## src/design/tsd_pkg.sv

```systemverilog
// Shared types, constants and helpers for the topic subscription dispatcher.
package tsd_pkg;

  localparam int TOPICS         = 256;
  localparam int SUBS_PER_TOPIC = 8;
  localparam int SLOTS          = TOPICS * SUBS_PER_TOPIC;
  localparam int TIDX_W         = $clog2(TOPICS);
  localparam int CNT_W          = $clog2(SUBS_PER_TOPIC + 1);
  localparam int ADDR_W         = $clog2(SLOTS);

  localparam logic [7:0] GRP_ALL = 8'h00;

  typedef enum logic [1:0] {
    ACT_SUB   = 2'd0,
    ACT_UNSUB = 2'd1,
    ACT_PUB   = 2'd2
  } action_e;

  typedef enum logic [2:0] {
    ST_DONE    = 3'd0,
    ST_FULL    = 3'd1,
    ST_NOTSUB  = 3'd2,
    ST_DELIV   = 3'd3,
    ST_NOMATCH = 3'd4
  } status_e;

  typedef struct packed {
    logic [1:0]  action;
    logic [15:0] topic;
    logic [7:0]  requester_id;
    logic [7:0]  handler_id;
    logic [31:0] payload;
  } cmd_t;

  typedef struct packed {
    logic [2:0]  status;
    logic [7:0]  subscriber_id;
    logic [7:0]  handler_out;
    logic [15:0] topic_out;
    logic [31:0] payload_out;
    logic        last;
  } res_t;

  typedef struct packed {
    logic [7:0] grp;
    logic [7:0] handler;
    logic [7:0] requester;
  } slot_t;

  typedef struct packed {
    logic              slot_re;
    logic [ADDR_W-1:0] slot_raddr;
    logic              slot_we;
    logic [ADDR_W-1:0] slot_waddr;
    slot_t             slot_wdata;
    logic              cnt_re;
    logic              cnt_we;
    logic [TIDX_W-1:0] cnt_addr;
    logic [CNT_W-1:0]  cnt_wdata;
  } mem_req_t;

  typedef struct packed {
    slot_t            slot_q;
    logic [CNT_W-1:0] cnt_q;
  } mem_rsp_t;

  function automatic logic [ADDR_W-1:0] slot_addr(input logic [TIDX_W-1:0] tidx,
                                                 input logic [CNT_W-1:0] slot);
    return ADDR_W'(tidx) * ADDR_W'(SUBS_PER_TOPIC) + ADDR_W'(slot);
  endfunction

endpackage

```

## src/design/tsd_ctrl.sv

```systemverilog
// Sequencer: walks one topic's slots through the shared memory port and drives results.
module tsd_ctrl (
  input  logic              clk,
  input  logic              rst,
  input  logic              cmd_valid,
  output logic              cmd_stall,
  input  tsd_pkg::cmd_t     cmd,
  output logic              res_valid,
  input  logic              res_stall,
  output tsd_pkg::res_t     res,
  output tsd_pkg::mem_req_t mreq,
  input  tsd_pkg::mem_rsp_t mrsp
);

  typedef enum logic [10:0] {
    S_IDLE     = 11'b00000000001,
    S_DISPATCH = 11'b00000000010,
    S_SH_RD    = 11'b00000000100,
    S_SH_WR    = 11'b00000001000,
    S_SH_NEW   = 11'b00000010000,
    S_SC_RD    = 11'b00000100000,
    S_SC_CHK   = 11'b00001000000,
    S_DEL_RD   = 11'b00010000000,
    S_DEL_WR   = 11'b00100000000,
    S_RESULT   = 11'b01000000000,
    S_FLUSH    = 11'b10000000000
  } state_t;

  state_t                      state, state_next;
  tsd_pkg::cmd_t               cmd_r, cmd_r_next;
  logic [tsd_pkg::CNT_W-1:0]   cnt, cnt_next;
  logic [tsd_pkg::CNT_W-1:0]   idx, idx_next;
  tsd_pkg::status_e            st, st_next;
  logic                        upd, upd_next;
  tsd_pkg::slot_t              pend, pend_next;
  logic                        have_pend, have_pend_next;
  tsd_pkg::res_t               res_next;
  logic                        res_valid_next;

  logic [tsd_pkg::TIDX_W-1:0]  tidx;
  logic [7:0]                  grp;
  logic                        topic_ok;
  logic                        out_free;
  logic [tsd_pkg::CNT_W:0]     idx_p1;
  logic [tsd_pkg::CNT_W:0]     idx_p2;
  logic [tsd_pkg::CNT_W:0]     cnt_ext;
  logic                        last_slot;
  logic                        grp_match;

  assign tidx      = cmd_r.topic[tsd_pkg::TIDX_W-1:0];
  assign grp       = cmd_r.topic[15:8];
  assign topic_ok  = {1'b0, cmd_r.topic[7:0]} < 9'(tsd_pkg::TOPICS);
  assign out_free  = !res_valid || !res_stall;
  assign idx_p1    = {1'b0, idx} + 1'b1;
  assign idx_p2    = {1'b0, idx} + 2'd2;
  assign cnt_ext   = {1'b0, cnt};
  assign last_slot = (idx_p1 == cnt_ext);
  assign grp_match = (grp == tsd_pkg::GRP_ALL) || (mrsp.slot_q.grp == grp);
  assign cmd_stall = (state != S_IDLE);

  always_comb begin
    state_next     = state;
    cmd_r_next     = cmd_r;
    cnt_next       = cnt;
    idx_next       = idx;
    st_next        = st;
    upd_next       = upd;
    pend_next      = pend;
    have_pend_next = have_pend;
    res_next       = res;
    res_valid_next = res_valid && res_stall;

    mreq            = '0;
    mreq.cnt_addr   = tidx;
    mreq.cnt_wdata  = cnt;
    mreq.slot_raddr = tsd_pkg::slot_addr(tidx, idx);
    mreq.slot_waddr = tsd_pkg::slot_addr(tidx, idx);
    mreq.slot_wdata = mrsp.slot_q;

    case (state)
      S_IDLE: begin
        mreq.cnt_addr  = cmd.topic[tsd_pkg::TIDX_W-1:0];
        mreq.cnt_re    = cmd_valid;
        have_pend_next = 1'b0;
        if (cmd_valid) begin
          cmd_r_next = cmd;
          state_next = S_DISPATCH;
        end
      end
      S_DISPATCH: begin
        cnt_next = mrsp.cnt_q;
        idx_next = '0;
        upd_next = 1'b0;
        case (cmd_r.action)
          tsd_pkg::ACT_SUB: begin
            if (!topic_ok ||
                mrsp.cnt_q >= tsd_pkg::CNT_W'(tsd_pkg::SUBS_PER_TOPIC)) begin
              st_next    = tsd_pkg::ST_FULL;
              state_next = S_RESULT;
            end else begin
              idx_next   = mrsp.cnt_q;
              state_next = (mrsp.cnt_q == '0) ? S_SH_NEW : S_SH_RD;
            end
          end
          tsd_pkg::ACT_UNSUB: begin
            if (!topic_ok || mrsp.cnt_q == '0) begin
              st_next    = tsd_pkg::ST_NOTSUB;
              state_next = S_RESULT;
            end else begin
              state_next = S_SC_RD;
            end
          end
          tsd_pkg::ACT_PUB: begin
            state_next = (!topic_ok || mrsp.cnt_q == '0) ? S_FLUSH : S_SC_RD;
          end
          default: begin
            state_next = S_IDLE;
          end
        endcase
      end
      S_SH_RD: begin
        mreq.slot_re    = 1'b1;
        mreq.slot_raddr = tsd_pkg::slot_addr(tidx, idx - 1'b1);
        state_next      = S_SH_WR;
      end
      S_SH_WR: begin
        mreq.slot_we = 1'b1;
        idx_next     = idx - 1'b1;
        state_next   = (idx == tsd_pkg::CNT_W'(1)) ? S_SH_NEW : S_SH_RD;
      end
      S_SH_NEW: begin
        mreq.slot_we    = 1'b1;
        mreq.slot_waddr = tsd_pkg::slot_addr(tidx, '0);
        mreq.slot_wdata = '{grp: grp, handler: cmd_r.handler_id,
                            requester: cmd_r.requester_id};
        cnt_next        = cnt + 1'b1;
        st_next         = tsd_pkg::ST_DONE;
        upd_next        = 1'b1;
        state_next      = S_RESULT;
      end
      S_SC_RD: begin
        mreq.slot_re = 1'b1;
        state_next   = S_SC_CHK;
      end
      S_SC_CHK: begin
        if (cmd_r.action == tsd_pkg::ACT_UNSUB) begin
          if (mrsp.slot_q.requester == cmd_r.requester_id) begin
            if (last_slot) begin
              cnt_next   = cnt - 1'b1;
              st_next    = tsd_pkg::ST_DONE;
              upd_next   = 1'b1;
              state_next = S_RESULT;
            end else begin
              state_next = S_DEL_RD;
            end
          end else if (last_slot) begin
            st_next    = tsd_pkg::ST_NOTSUB;
            state_next = S_RESULT;
          end else begin
            idx_next   = idx + 1'b1;
            state_next = S_SC_RD;
          end
        end else if (!(grp_match && have_pend && !out_free)) begin
          if (grp_match) begin
            if (have_pend) begin
              res_next       = '{status: tsd_pkg::ST_DELIV, subscriber_id: pend.requester,
                                 handler_out: pend.handler, topic_out: cmd_r.topic,
                                 payload_out: cmd_r.payload, last: 1'b0};
              res_valid_next = 1'b1;
            end
            pend_next      = mrsp.slot_q;
            have_pend_next = 1'b1;
          end
          if (last_slot) begin
            state_next = S_FLUSH;
          end else begin
            idx_next   = idx + 1'b1;
            state_next = S_SC_RD;
          end
        end
      end
      S_DEL_RD: begin
        mreq.slot_re    = 1'b1;
        mreq.slot_raddr = tsd_pkg::slot_addr(tidx, idx + 1'b1);
        state_next      = S_DEL_WR;
      end
      S_DEL_WR: begin
        mreq.slot_we = 1'b1;
        idx_next     = idx + 1'b1;
        if (idx_p2 < cnt_ext) begin
          state_next = S_DEL_RD;
        end else begin
          cnt_next   = cnt - 1'b1;
          st_next    = tsd_pkg::ST_DONE;
          upd_next   = 1'b1;
          state_next = S_RESULT;
        end
      end
      S_RESULT: begin
        if (out_free) begin
          res_next       = '{status: st, subscriber_id: 8'd0, handler_out: 8'd0,
                             topic_out: 16'd0, payload_out: 32'd0, last: 1'b1};
          res_valid_next = 1'b1;
          mreq.cnt_we    = upd;
          upd_next       = 1'b0;
          state_next     = S_IDLE;
        end
      end
      S_FLUSH: begin
        if (out_free) begin
          if (have_pend) begin
            res_next = '{status: tsd_pkg::ST_DELIV, subscriber_id: pend.requester,
                         handler_out: pend.handler, topic_out: cmd_r.topic,
                         payload_out: cmd_r.payload, last: 1'b1};
          end else begin
            res_next = '{status: tsd_pkg::ST_NOMATCH, subscriber_id: 8'd0,
                         handler_out: 8'd0, topic_out: cmd_r.topic,
                         payload_out: cmd_r.payload, last: 1'b1};
          end
          res_valid_next = 1'b1;
          have_pend_next = 1'b0;
          state_next     = S_IDLE;
        end
      end
      default: begin
        state_next = S_IDLE;
      end
    endcase
  end

  always_ff @(posedge clk) begin
    if (rst) begin
      state     <= S_IDLE;
      res_valid <= 1'b0;
      have_pend <= 1'b0;
      upd       <= 1'b0;
    end else begin
      state     <= state_next;
      res_valid <= res_valid_next;
      have_pend <= have_pend_next;
      upd       <= upd_next;
    end
  end

  always_ff @(posedge clk) begin
    cmd_r <= cmd_r_next;
    cnt   <= cnt_next;
    idx   <= idx_next;
    st    <= st_next;
    pend  <= pend_next;
    res   <= res_next;
  end

endmodule

```

## config.mk

```make
export PLATFORM = sky130hd
export DESIGN_NAME = tsd_ctrl
export DESIGN_NICKNAME = d
export VERILOG_FILES = /design/src/design/tsd_pkg.sv /design/src/design/tsd_ctrl.sv
export SDC_FILE = /design/constraint.sdc
export NUM_CORES = 1
export LEC_CHECK = 0
export BUFFER_PORTS_ARGS = -buffer_cell sky130_fd_sc_hd__buf_4
export CORE_MARGIN = 2
export CORE_UTILIZATION = 25
export CTS_BUF_LIST = sky130_fd_sc_hd__clkbuf_2 sky130_fd_sc_hd__clkbuf_4 sky130_fd_sc_hd__clkbuf_8
export CTS_CLUSTER_DIAMETER = 120
export DETAILED_ROUTE_END_ITERATION = 16
export SLEW_MARGIN = 20
export SYNTH_ARGS = -nofsm -noshare
export SYNTH_HDL_FRONTEND = slang
export SYNTH_SLANG_ARGS = --single-unit
```

## constraint.sdc

```tcl
create_clock -name clk -period 15.9 [get_ports clk]
set_clock_uncertainty 0.15 [all_clocks]
set_input_delay 1.59 -clock clk [delete_from_list [all_inputs] [get_ports clk]]
set_output_delay 1.59 -clock clk [all_outputs]
set_load 0.005 [all_outputs]
```

==> results.json <==
{
  "routed_via_density": 4.432,
  "setup_viol": 0,
  "synth_xor_area_share_pct": 4.711,
  "yosys.area_share.simple_pct": 18.22,
  "ant_nets": 0,
  "fin_crit_sh_pct": 33.18,
  "critPathLaunchType": "register",
  "gp_congestion": 0.8351,
  "setup_ws_ns": 10.62,
  "synth_edf_count": 160,
  "grt_pass1_wl_mm": 32.51,
  "slowest_delay_ns": 0.46,
  "required_ns": 14.16,
  "core_area_um2": 30670,
  "p_seq_share_pct": 50.1,
  "cts_hold_buf": 0,
  "grt_setup_unrepaired": "no",
  "period_minus_slack_ns": 5.275,
  "initial_utilization_pct": 25.46,
  "insertion_delay_ns": 0.45,
  "port_buffers": 229,
  "syn_inst": 623,
  "layout_commonest_cell": "buf_4",
  "grt_max_degree": 69,
  "ys_types": 60,
  "wl_per_cell_um": 16.98,
  "yosys_most_used_dff": "edfxtp_1",
  "cts.clk_slew.worst_paths_ns": 0.10,
  "cts_made_buffers": 17,
  "p_leak_uw": 0.004022,
  "synthMuxAreaShare_pct": 2.099,
  "hold_viol_final": 0,
  "holdCritStartpoint": "upd",
  "synth_area_um2": 7809,
  "layout_common_cells": "buf_4, edfxtp_1, nand2_1",
  "slew_violations": 0,
  "peakVddDrop_mv": 0.07305,
  "cp_cell_sequence": "nor4_4 -> nor3b_1 -> nand3_1 -> a21oi_1 -> xnor2_1 -> ha_1 -> ha_1 -> mux2i_1 -> nor2_1 -> xor2_1 -> buf_4",
  "worst-slew-pin-transition_ns": 1.019,
  "clockRootBuffer": "clkbuf_8",
  "cp_slowest_cell": "nor4_4",
  "slew_headroom_pct": 31.45,
  "p_per_area_nw_per_um2": 120.9,
  "dp_hpwl_mm": 15.49,
  "io_pins": 230,
  "worst_path_most_repeated_cell": "ha_1",
  "routed_wl_mm": 21.35,
  "max_freq_mhz": 189.6,
  "drc_errors": 0,
  "htreeDepth": 4,
  "area_growth_pct": 32.78,
  "cts_tree": "yes",
  "die_w_um": 180.7,
  "synth_top_family_by_area": "simple AND/OR/NAND/NOR gates",
  "tns_ns": 0,
  "grt_antenna_before_repair": 2,
  "first_global_vias": 5574,
  "drt_iter0_markers": 239,
  "regToRegStartpoint": "state[4]",
  "p_int_uw": 867.6,
  "dr.pass1.iters": 4,
  "critical_path_arrival_ns": 3.54,
  "synth_compound_area_share_pct": 4.855,
  "die_y_um": 180.7,
  "ctsResizeCount": 0,
  "fillers": 3093,
  "cts.sinks": 174,
  "yosysWarnings": 0,
  "grt.overflow.total": 0,
  "switchingPower_uw": 386.5,
  "syn_avg_cell_area_um2": 12.53,
  "track_usage_pct": 12.88,
  "maxCapViolCount": 0,
  "worstSetupStartpoint": "state[1]",
  "hold_class": "reg2reg",
  "layout-drive-gt1-share_pct": 33.37,
  "dieArea_um2": 32670,
  "cts_buffer_depth": 2,
  "path_class": "reg2out",
  "synthArstFlopShare_pct": 0,
  "ys_seq_elements": 174,
  "post-place-ws_ns": 11.10,
  "synthAdderAreaFrac_pct": 2.820,
  "sw_frac_of_total_pct": 30.82,
  "nNetsFinal": 963,
  "cts_setup_buffers": 0,
  "power_frac_comb_pct": 24.5,
  "rows": 64,
  "vias": 5571,
  "power_frac_clock_pct": 25.4,
  "status": "finished clean",
  "ys_seq_area_share_pct": 65.12,
  "syn_nets": 738,
  "cp-end-kind": "output pin",
  "crit_fanout": 8
}
-- routing by layer --
layer | wire, um | track usage (%) | vias up
met5 | 13 | 0 | -
met4 | 500 | 4.516 | 2
met3 | 1259 | 3.286 | 28
met2 | 10350 | 21.67 | 188
met1 | 9220 | 16.00 | 2666
li1 | - | - | 2687
-- cell type report --
class / instances / area (um2) / share of cell area (%)
tap: 396 / 495.5 / 4.779
inverter: 12 / 45.04 / 0.4344
clock inverter: 14 / 170.2 / 1.641
multi-input combinational: 408 / 2572 / 24.81
clock buffer: 17 / 234.0 / 2.257
antenna: 1 / 2.502 / 0.02413
timing repair buffer: 235 / 1764 / 17.01
sequential: 174 / 5085 / 49.04
-- power by group through the flow --
stage               Combinational (uW)  Clock (uW)  Sequential (uW)
floorplan                          192           0              620
global placement                   308           0              638
detailed placement                 311           0              640
CTS                                312         332              630
global route                       340         349              638
finish                             307         318              629
-- critical path, delay by kind of cell (launching register included) --
kind                     cells  cell delay, ns
AO/OA/AOI/OAI                1            0.31
XOR/XNOR                     2            0.26
adder cells (fa/ha/maj)      2            0.43
buffers and inverters        1            0.15
flip-flops                   1            0.40
multiplexers                 1            0.25
AND/OR/NAND/NOR              4            1.31
-- synth_stat cells (4+ instances only) --
cell	number	area, um2
edfxtp_1	160	4805
nand2_1	99	371.6
buf_2	6	30.03
nor4_1	4	25.02
o21ai_0	9	45.04
xor2_1	12	105.1
and3_1	6	37.54
xnor2_1	30	262.8
nand2b_1	4	25.02
dfxtp_1	14	280.3
mux2_2	11	123.9
a211oi_1	6	45.04
nor2b_1	52	325.3
nor3_1	12	60.06
and2_1	18	112.6
nand4_1	12	75.07
clkbuf_1	18	67.56
a21oi_1	10	50.05
mux2i_1	4	40.04
nand3_1	13	65.06
ha_1	16	200.2
nor2_1	38	142.6
a31oi_1	5	31.28
inv_1	12	45.04
-- stage by stage --
stage	instance area [um2]	total power (uW)	cells	hold WS [ns]	util, %
finish	10370	1254	1257	0.3313	33.81
global route	10370	1327	1256	0.3895	33.80
CTS	10370	1274	1256	0.3359	33.80
detailed placement	9962	951.0	1225	0.3200	32.48
global placement	9962	946.2	1225	0.3120	32.48
floorplan	7809	811.5	623	0.2984	-
-- logic make-up after synthesis --
logic type,count (synthesis)
compound gates,56
buf+inv,41
xor+xnor,42
fa+ha+maj,17
simple gates,278
flops,174
mux,15
-- path summary, 6_finish.rpt --
check / to / slack [ns] / cells past startpoint
setup / recovery: mreq[57] / 10.62 / 11
hold / removal: upd / 0.33 / 2
setup reg to reg: cmd_r[46] / 12.52 / 6
hold reg to reg: upd / 0.33 / 2
-- sequential cells by signal (all words and copies together), names as in the netlist --
signal	count
have_pend	1
res	68
upd	1
res_valid	1
st	2
pend	16
idx	4
cmd_r	66
cnt	4
state	11
No activity file was read; power rests on OpenSTA's default activity.
